**config.mk**
```make
export PLATFORM = sky130hd
export DESIGN_NAME = page_replacement_pager_core
export DESIGN_NICKNAME = d
export VERILOG_FILES = /design/src/hdl/prp_pkg.sv /design/src/hdl/prp_ram.sv /design/src/hdl/page_replacement_pager_core.sv
export SDC_FILE = /design/constraint.sdc
export NUM_CORES = 2
export LEC_CHECK = 0
export BUFFER_PORTS_ARGS = -buffer_cell sky130_fd_sc_hd__buf_2
export CAP_MARGIN = 15
export CORE_UTILIZATION = 40
export CTS_BUF_LIST = sky130_fd_sc_hd__clkbuf_8
export DETAILED_ROUTE_END_ITERATION = 16
export SYNTH_ARGS = -nofsm -noshare
export SYNTH_HDL_FRONTEND = slang
export SYNTH_SLANG_ARGS = --single-unit
export TNS_END_PERCENT = 50
```
**constraint.sdc**
```tcl
create_clock -name clk -period 7 [get_ports clk]
set_input_delay 0.35 -clock clk [delete_from_list [all_inputs] [get_ports clk]]
set_output_delay 0.35 -clock clk [all_outputs]
set_load 0.01 [all_outputs]
```
**src/hdl/prp_pkg.sv**
```systemverilog
// Pager package: sizes, field layout of the page table entry, policy codes.
// No dependencies.
package prp_pkg;
  localparam int PAGE_COUNT = 64;
  localparam int MAX_FRAMES = 64;
  localparam int NRU_CLEAR_PERIOD = 10;
  localparam int PW = $clog2(PAGE_COUNT);
  localparam int FW = $clog2(MAX_FRAMES);
  localparam int CW = $clog2(MAX_FRAMES + 1);
  localparam int EW = 4 + FW;

  localparam logic [1:0] POL_FIFO  = 2'd0;
  localparam logic [1:0] POL_CLOCK = 2'd1;
  localparam logic [1:0] POL_NRU   = 2'd2;

  localparam logic REG_POLICY = 1'b0;
  localparam logic REG_FRAMES = 1'b1;

  // page entry bits
  localparam int B_P = 0;
  localparam int B_R = 1;
  localparam int B_M = 2;
  localparam int B_O = 3;
endpackage

```
**src/hdl/prp_ram.sv**
```systemverilog
// Generic single-port-write, single-port-read RAM with registered read.
// No dependencies.
module prp_ram #(
  parameter int WIDTH = 8,
  parameter int DEPTH = 64
) (
  input  logic                     clk,
  input  logic                     we,
  input  logic [$clog2(DEPTH)-1:0] waddr,
  input  logic [WIDTH-1:0]         wdata,
  input  logic [$clog2(DEPTH)-1:0] raddr,
  output logic [WIDTH-1:0]         rdata
);
  logic [WIDTH-1:0] mem [DEPTH];
  always_ff @(posedge clk) begin
    if (we) mem[waddr] <= wdata;
    rdata <= mem[raddr];
  end
endmodule

```
**src/hdl/page_replacement_pager_core.sv**
```systemverilog
// Pager top level: page table, frame owner and frame queue RAMs under one sequencer; needs prp_pkg,
// prp_ram. Clock skips up to frames_filled+1 referenced frames before its pick. NRU clears R on
// every tenth pick, then scans classes (up to 4), reduces the random value modulo the class size,
// selects the member, searches the queue for its frame and shifts the queue slots behind it.
// One item at a time; ready again the cycle after the result beat unless a config write waits.
// Reset: sync rst sets FIFO, frame limit 16, empty queue; a pass zeroes all 64 page entries.
module page_replacement_pager_core (
  input  logic                   clk,
  input  logic                   rst,
  input  logic                   in_valid,
  output logic                   in_ready,
  input  logic                   is_write,
  input  logic [prp_pkg::PW-1:0] page,
  input  logic [30:0]            random_value,
  output logic                   out_valid,
  input  logic                   out_ready,
  output logic                   hit,
  output logic                   evicted_valid,
  output logic [5:0]             evicted_page,
  output logic [5:0]             frame,
  output logic                   wrote_back,
  output logic                   paged_in,
  output logic                   zero_filled,
  input  logic                   cfg_valid,
  output logic                   cfg_ready,
  input  logic                   cfg_index,
  input  logic [6:0]             cfg_data
);
  import prp_pkg::*;

  localparam logic [4:0] S_IDLE = 5'd0, S_LOOK = 5'd1, S_LOOK2 = 5'd2,
    S_CLR = 5'd3, S_QRD = 5'd4, S_QRD2 = 5'd5, S_CLK_OWN = 5'd6,
    S_CLK_PG = 5'd7, S_FIFO = 5'd8, S_EVICT = 5'd9, S_MAP = 5'd10,
    S_OUT = 5'd11, S_NCLR = 5'd12, S_NCNT = 5'd13, S_NMOD = 5'd14,
    S_NSEL = 5'd15, S_NFIND = 5'd16, S_NFIND2 = 5'd17, S_NSHIFT = 5'd18,
    S_NSHIFT2 = 5'd19, S_NTAIL = 5'd20, S_CLK_Q = 5'd21, S_MAP2 = 5'd22,
    S_NSHIFT3 = 5'd23, S_CLK_W = 5'd24, S_CLK_R = 5'd25, S_EV_W = 5'd26,
    S_EV_R = 5'd27;

  logic [4:0] state;
  logic [1:0] policy;
  logic [6:0] frames_in_use;

  logic [FW-1:0] qhead;
  logic [CW-1:0] filled;
  logic [3:0] tally;

  logic wr_l;
  logic [PW-1:0] pg_l;
  logic [30:0] rnd_l;
  logic pg_o;
  logic [FW-1:0] fr;
  logic [PW-1:0] evp;
  logic [CW-1:0] cnt;
  logic [CW-1:0] cnt2;
  logic [PW:0] idx;
  logic [1:0] cls;
  logic [PW:0] found;
  logic [30:0] rem;
  logic [4:0] mstep;
  logic [CW-1:0] limit;
  logic r_ev, r_wb;

  // page table, owner and queue memories
  logic pe_we; logic [PW-1:0] pe_wa, pe_ra; logic [EW-1:0] pe_wd, pe_rd;
  logic ow_we; logic [FW-1:0] ow_wa, ow_ra; logic [PW-1:0] ow_wd, ow_rd;
  logic q_we; logic [FW-1:0] q_wa, q_ra, q_wd, q_rd;
  logic pe_we_next, ow_we_next, q_we_next;
  prp_ram #(.WIDTH(EW), .DEPTH(PAGE_COUNT)) u_pages (.clk, .we(pe_we),
    .waddr(pe_wa), .wdata(pe_wd), .raddr(pe_ra), .rdata(pe_rd));
  prp_ram #(.WIDTH(PW), .DEPTH(MAX_FRAMES)) u_owner (.clk, .we(ow_we),
    .waddr(ow_wa), .wdata(ow_wd), .raddr(ow_ra), .rdata(ow_rd));
  prp_ram #(.WIDTH(FW), .DEPTH(MAX_FRAMES)) u_queue (.clk, .we(q_we),
    .waddr(q_wa), .wdata(q_wd), .raddr(q_ra), .rdata(q_rd));

  assign in_ready  = (state == S_IDLE) && !cfg_valid;
  assign cfg_ready = (state == S_IDLE);
  assign out_valid = (state == S_OUT);

  always_comb begin
    if (frames_in_use == 7'd0) limit = CW'(1);
    else if (frames_in_use > 7'(MAX_FRAMES)) limit = CW'(MAX_FRAMES);
    else limit = CW'(frames_in_use);
  end

  logic [FW-1:0] qtail;
  assign qtail = qhead + FW'(filled - CW'(1));

  // page entry read back through the registered address and the registered RAM read
  logic scan_m;
  assign scan_m = pe_rd[B_P] && pe_rd[B_R] == cls[1] && pe_rd[B_M] == cls[0];

  logic [EW-1:0] r_clr;
  assign r_clr = pe_rd & ~(EW'(1) << B_R);

  // shift-subtract modulo step: rem becomes rnd_l mod found
  logic [31:0] mtrial;
  assign mtrial = {rem[30:0], rnd_l[5'd30 - mstep]} - 32'(found);

  // write strobes line up with the address and data registered in the same state
  always_comb begin
    pe_we_next = state == S_CLR || (state == S_LOOK2 && pe_rd[B_P]) ||
                 (state == S_CLK_R && pe_rd[B_R]) || state == S_EV_R ||
                 state == S_MAP || (state == S_NCLR && idx >= (PW+1)'(2));
    ow_we_next = (state == S_MAP);
    q_we_next  = (state == S_LOOK2 && !pe_rd[B_P] && filled < limit) ||
                 (state == S_CLK_R && pe_rd[B_R]) || state == S_FIFO ||
                 state == S_NSHIFT3 || state == S_NTAIL;
  end

  always_ff @(posedge clk) begin
    if (rst) begin
      pe_we <= 1'b0;
      ow_we <= 1'b0;
      q_we  <= 1'b0;
    end else begin
      pe_we <= pe_we_next;
      ow_we <= ow_we_next;
      q_we  <= q_we_next;
    end
  end

  always_ff @(posedge clk) begin
    if (rst) begin
      state <= S_CLR;
      policy <= POL_FIFO;
      frames_in_use <= 7'd16;
      qhead <= '0;
      filled <= '0;
      tally <= '0;
      idx <= '0;
    end else begin
      unique case (state)
        S_CLR: begin
          pe_wa <= idx[PW-1:0]; pe_wd <= '0;
          if (idx == (PW+1)'(PAGE_COUNT - 1)) begin
            idx <= '0; state <= S_IDLE;
          end else idx <= idx + (PW+1)'(1);
        end
        S_IDLE: begin
          if (cfg_valid) begin
            if (cfg_index == REG_POLICY) policy <= cfg_data[1:0];
            else frames_in_use <= cfg_data;
          end else if (in_valid) begin
            wr_l <= is_write; pg_l <= page; rnd_l <= random_value;
            pe_ra <= page;
            r_ev <= 1'b0; r_wb <= 1'b0;
            evicted_page <= '0;
            state <= S_LOOK;
          end
        end
        S_LOOK: state <= S_LOOK2;
        S_LOOK2: begin
          pg_o <= pe_rd[B_O];
          if (pe_rd[B_P]) begin
            pe_wa <= pg_l; pe_wd <= pe_rd | {{(EW-3){1'b0}}, wr_l, 2'b10};
            hit <= 1'b1; evicted_valid <= 1'b0; wrote_back <= 1'b0;
            paged_in <= 1'b0; zero_filled <= 1'b0;
            frame <= 6'(pe_rd[EW-1:4]);
            state <= S_OUT;
          end else if (filled < limit) begin
            fr <= FW'(filled);
            q_wa <= qhead + FW'(filled); q_wd <= FW'(filled);
            filled <= filled + CW'(1);
            state <= S_MAP;
          end else begin
            cnt <= '0;
            if (policy == POL_NRU) begin
              if (tally + 4'd1 >= 4'(NRU_CLEAR_PERIOD)) begin
                tally <= '0; state <= S_NCLR; idx <= '0;
              end else begin
                tally <= tally + 4'd1; state <= S_NCNT; idx <= '0;
                cls <= '0; found <= '0;
              end
            end else state <= S_QRD;
          end
        end
        // queue head read
        S_QRD: begin q_ra <= qhead; state <= S_QRD2; end
        S_QRD2: state <= (policy == POL_CLOCK && cnt <= filled) ? S_CLK_OWN : S_FIFO;
        S_CLK_OWN: begin ow_ra <= q_rd; fr <= q_rd; state <= S_CLK_Q; end
        S_CLK_Q: state <= S_CLK_PG;
        S_CLK_PG: begin pe_ra <= ow_rd; evp <= ow_rd; state <= S_CLK_W; end
        S_CLK_W: state <= S_CLK_R;
        S_CLK_R: begin
          if (!pe_rd[B_R]) state <= S_FIFO;
          else begin
            pe_wa <= evp; pe_wd <= r_clr;
            q_wa <= qhead + FW'(filled); q_wd <= fr;
            qhead <= qhead + FW'(1);
            cnt <= cnt + CW'(1);
            state <= S_QRD;
          end
        end
        S_FIFO: begin
          fr <= q_rd;
          q_wa <= qhead + FW'(filled); q_wd <= q_rd;
          qhead <= qhead + FW'(1);
          ow_ra <= q_rd;
          state <= S_EVICT;
        end
        S_EVICT: state <= S_MAP2;
        S_MAP2: begin
          pe_ra <= ow_rd;
          evp <= ow_rd;
          evicted_page <= 6'(ow_rd);
          r_ev <= 1'b1;
          state <= S_EV_W;
        end
        S_EV_W: state <= S_EV_R;
        // unmap the victim, keep its frame bits, mark swapped if dirty
        S_EV_R: begin
          r_wb <= pe_rd[B_M];
          pe_wa <= evp;
          pe_wd <= {pe_rd[EW-1:4], pe_rd[B_O] | pe_rd[B_M], 3'b000};
          state <= S_MAP;
        end
        S_MAP: begin
          hit <= 1'b0; evicted_valid <= r_ev; wrote_back <= r_wb;
          paged_in <= pg_o; zero_filled <= !pg_o;
          frame <= 6'(fr);
          pe_wa <= pg_l; pe_wd <= {fr, pg_o, wr_l, 2'b11};
          ow_wa <= fr; ow_wd <= pg_l;
          state <= S_OUT;
        end
        S_OUT: if (out_ready) state <= S_IDLE;
        // read entry idx, write back entry idx-2 with R cleared if present
        S_NCLR: begin
          pe_ra <= idx[PW-1:0];
          pe_wa <= idx[PW-1:0] - PW'(2);
          pe_wd <= pe_rd[B_P] ? r_clr : pe_rd;
          if (idx == (PW+1)'(PAGE_COUNT + 1)) begin
            idx <= '0; cls <= '0; found <= '0; state <= S_NCNT;
          end else idx <= idx + (PW+1)'(1);
        end
        // count the lowest non-empty class
        S_NCNT: begin
          if (idx == (PW+1)'(PAGE_COUNT + 2)) begin
            if (found != '0) begin
              rem <= '0; mstep <= '0; state <= S_NMOD;
            end else if (cls == 2'd3) state <= S_QRD;
            else begin cls <= cls + 2'd1; idx <= '0; end
          end else begin
            pe_ra <= idx[PW-1:0];
            if (idx >= (PW+1)'(2) && scan_m) found <= found + (PW+1)'(1);
            idx <= idx + (PW+1)'(1);
          end
        end
        S_NMOD: begin
          if (!mtrial[31]) rem <= mtrial[30:0];
          else rem <= {rem[29:0], rnd_l[5'd30 - mstep]};
          if (mstep == 5'd30) begin idx <= '0; state <= S_NSEL; end
          else mstep <= mstep + 5'd1;
        end
        // walk to the rem-th member of the class
        S_NSEL: begin
          pe_ra <= idx[PW-1:0];
          idx <= idx + (PW+1)'(1);
          if (idx >= (PW+1)'(2) && scan_m) begin
            if (rem == 31'd0) begin
              fr <= pe_rd[EW-1:4]; cnt <= '0; q_ra <= qhead; state <= S_NFIND;
            end else rem <= rem - 31'd1;
          end
        end
        S_NFIND: state <= S_NFIND2;
        S_NFIND2: begin
          if (cnt == filled) state <= S_QRD;
          else if (q_rd == fr) begin
            cnt2 <= cnt; state <= S_NSHIFT;
          end else begin
            cnt <= cnt + CW'(1); q_ra <= qhead + FW'(cnt + CW'(1)); state <= S_NFIND;
          end
        end
        S_NSHIFT: begin
          if (cnt2 + CW'(1) >= filled) state <= S_NTAIL;
          else begin q_ra <= qhead + FW'(cnt2 + CW'(1)); state <= S_NSHIFT2; end
        end
        S_NSHIFT2: state <= S_NSHIFT3;
        S_NSHIFT3: begin
          q_wa <= qhead + FW'(cnt2); q_wd <= q_rd;
          cnt2 <= cnt2 + CW'(1);
          state <= S_NSHIFT;
        end
        S_NTAIL: begin
          q_wa <= qtail; q_wd <= fr;
          ow_ra <= fr;
          state <= S_EVICT;
        end
        default: state <= S_IDLE;
      endcase
    end
  end
endmodule

```
==> flow_metrics.env <==
export IMPL_fillers=14100
export IMPL_seq_area_mm2=0.0492
export IMPL_synth_cell_type_count=82
export IMPL_vias=34600
export IMPL_hold_viol=0
export IMPL_syn_area_mm2=0.0679
export IMPL_grt_max_degree=97
export IMPL_fin_util_pct=45.7
export IMPL_htree_levels=5
export IMPL_cts_root_buf="clkbuf_8"
export IMPL_yosys_register_bits=1658
export IMPL_preCtsSetupSlack_ns=1.49
export IMPL_r2r_end="rem[26]$_DFFE_PP_"
export IMPL_ys_seq_area_share_pct=72.3
export IMPL_start_util_pct=40.4
export IMPL_drv_cap=0
export IMPL_fin_worst_skew_ns=0.0982
export IMPL_die_y_um=414
export IMPL_crit_end="rem[26]$_DFFE_PP_"
export IMPL_ys_top_cells_by_area="edfxtp_1, mux4_2, dfxtp_1, nor2_1, ha_1"
export IMPL_grt_pass1_wl_mm=236
export IMPL_placed_cell_area_mm2=0.0709
export IMPL_leakagePower_nw=24.5
export IMPL_gr_usage_all_layers_pct=18.5
export IMPL_cts_buffers=292
export IMPL_cts_sinks=1658
export IMPL_cp_required_ns=7.63
export IMPL_grt_setup_unrepaired="no"
export IMPL_num_rows=150
export IMPL_ctsLongestPathBuffers=4
export IMPL_start_kind="register"
export IMPL_multi_input_area_mm2=0.0180
export IMPL_drcViolationCount=0
export IMPL_fp_dieW_um=414
export IMPL_drive_gt1_share_pct=24.2
export IMPL_worstMarginPinSlew_ns=1.25
export IMPL_fin_crit_sh_pct=79.6
export IMPL_synth_xor_area_share_pct=1.47
export IMPL_fin_ws_ns=1.43
export IMPL_layout_min_cycle_time_ns=5.57
export IMPL_synth_enable_flop_cells=1595
export IMPL_syn_to_final_growth_pct=13.0
export IMPL_mostFrequentLayoutCells="edfxtp_1, mux4_2, nor2_1"
export IMPL_rr_worst_depth=15
export IMPL_coreArea_mm2=0.168
export IMPL_vias_per_cell=5.51
export IMPL_cp_slowest_cell="edfxtp_1"
export IMPL_vdd_ir_drop_worst_mv=0.193
export IMPL_min_from="cfg_index"
export IMPL_portBuffers=70
export IMPL_grt_ovfl_total=0
export IMPL_crit_start="mstep[0]$_SDFFCE_PN0P_"
export IMPL_syn_nets=3675
export IMPL_drtIter0Drc=3146
export IMPL_avgSynthCellArea_um2=19.1
export IMPL_powerDensity_mw_per_mm2=274
export IMPL_clk_pin_slew_worst_paths_ns=0.06
export IMPL_design_area_mm2=0.0768
export IMPL_ant_nets=0
export IMPL_synthAdderAreaFrac_pct=1.30
export IMPL_rrSetupSlack_ns=1.43
export IMPL_placed_cells=5709
export IMPL_die_area_mm2=0.172
export IMPL_dpl_hpwl_mm=97.6
export IMPL_status="finished clean"
export IMPL_cts_tree="built"
export IMPL_synth_top_family_by_area="multiplexers"
export IMPL_syn_inst=3556
export IMPL_post_layout_nonfiller_instances=6273
export IMPL_pin_count=71
export IMPL_insertion_delay_ns=1.03
export IMPL_final_common_cell="edfxtp_1"
export IMPL_crit_chain="inv_1, ha_1, mux4_2, mux4_2, nand2b_1, o21ai_0, ha_1, fa_1, nor2b_1, o31a_1, o31ai_1, nand2_1, nor4b_4, a21oi_1, or3_1"
export IMPL_worst_setup_path_end_kind="register"
export IMPL_arrival_ns=6.21
export IMPL_antenna_found_initial=8
export IMPL_slowest_delay_ns=0.80
export IMPL_yosysTopAreaCell="edfxtp_1"
export IMPL_tns_ns=0
export IMPL_drt_pre_antenna_iters=5
export IMPL_path_max_fanout=14
export IMPL_synth_compound_area_share_pct=2.35
export IMPL_grt_pass1_vias=35400
export IMPL_finalWirelength_mm=160
export IMPL_post_drt_wl_per_cell_um=25.6
export IMPL_drv_slew=0
export IMPL_r2r_start="mstep[0]$_SDFFCE_PN0P_"
export IMPL_yosys_area_share_simple_pct=5.20
export IMPL_yosysWarnings=0
export IMPL_fmax_ghz=0.179
export IMPL_ys_flop_type="edfxtp_1"
export IMPL_routabilityCongestion=0.846
export IMPL_final_nets=3994
export IMPL_max_slew_margin_rel_pct=16.5
export IMPL_criticalPathCategory="register to register"
export IMPL_yosys_mux_area_fraction_pct=16.1
export IMPL_setup_viol=0
export IMPL_power_total_mw=21.1
export IMPL_hold_class="input pin to register"
export IMPL_synthArstFlopShare_pct=0
export IMPL_holdWs_ns=0.0912
export IMPL_synth_top_area_share_pct=70.5
final cells by class:
cell class | instances | area share (%)
inverters | 52 | 0.254
multi-input cells | 1671 | 23.4
well taps | 2204 | 3.59
repair buffers | 200 | 2.03
flip-flops and latches | 1658 | 64.0
clock buffers | 304 | 5.45
clock inverters | 177 | 1.27
diodes | 7 | 0.0228
how the worst min path moves through the flow:
stage	to	depth (start not counted)	slack (ns)
detailed placement	pg_o$_DFFE_PP_	0	0.43
CTS	rnd_l[19]$_DFFE_PP_	2	0.001
floorplan	pg_o$_DFFE_PP_	0	0.41
global placement	pg_o$_DFFE_PP_	0	0.42
global route	rnd_l[15]$_DFFE_PP_	2	0.02
finish	frames_in_use[6]$_SDFFE_PP0P_	4	0.09
what timing repair did:
| item | CTS | global route |
|---|---|---|
| hold buffers | 74 | 0 |
| setup endpoints to repair | 0 | 0 |
| setup buffers | 0 | 0 |
| gates resized for setup | 0 | 0 |
| endpoints found under the hold margin | 70 | 0 |
layer usage:
layer / up-vias / wire [µm] / part of all wire (%) / track usage [%]
met5: - / 0 / 0 / 0
met4: 0 / 4640 / 2.9 / 6.39
met3: 301 / 8190 / 5.1 / 3.39
met2: 1033 / 80000 / 50 / 30.6
met1: 18100 / 67500 / 42 / 24.7
li1: 15100 / - / - / -
state kept, by name (all words and copies together), names as in the netlist, 7 cells and up:
name / cells
idx: 7
u_owner.mem: 384
cnt: 7
u_pages.mem: 640
frames_in_use: 7
found: 7
cnt2: 7
rem: 31
filled: 7
rnd_l: 31
pe_wd: 10
u_pages.rdata: 10
u_queue.mem: 384
cell usage after synthesis (15+ instances only):
master       n
a21oi_1     54
buf_1       36
clkbuf_1   135
dfxtp_1     63
edfxtp_1  1595
ha_1        64
inv_1       52
mux2i_1     21
mux4_2     470
nand2_1    161
nand2b_1    17
nand3_1     54
nand4_1     15
nor2_1     321
nor2b_1     23
nor3_1      44
nor4_1      17
o21ai_0     44
o22ai_1     30
or3_1       15
xnor2_1     68
xor2_1      46
power by group:
part	switching, mW	total (mW)	internal (mW)
combinational	1.02	1.37	0.356
sequential	0.161	11.6	11.4
clock	3.81	8.13	4.32
total	5.00	21.1	16.1
worst max-delay path: cells and delay by family, from the launching register on:
| family | cells | cell delay (ns) |
|---|---|---|
| adder cells (fa/ha/maj) | 3 | 1.11 |
| multiplexers | 2 | 0.85 |
| flip-flops | 1 | 0.80 |
| buffers and inverters | 1 | 0.10 |
| AND/OR/NAND/NOR | 5 | 1.48 |
| AO/OA/AOI/OAI | 4 | 0.89 |
cells by family (layout without fill, tap and decap cells):
logic type / Yosys count / count (layout)
other cells: 0 / 7
compound gates: 240 / 240
flops: 1658 / 1658
xor+xnor: 114 / 114
buf+inv: 227 / 733
simple gates: 747 / 747
mux: 502 / 502
fa+ha+maj: 68 / 68
Power figures use the tool's default switching activity.
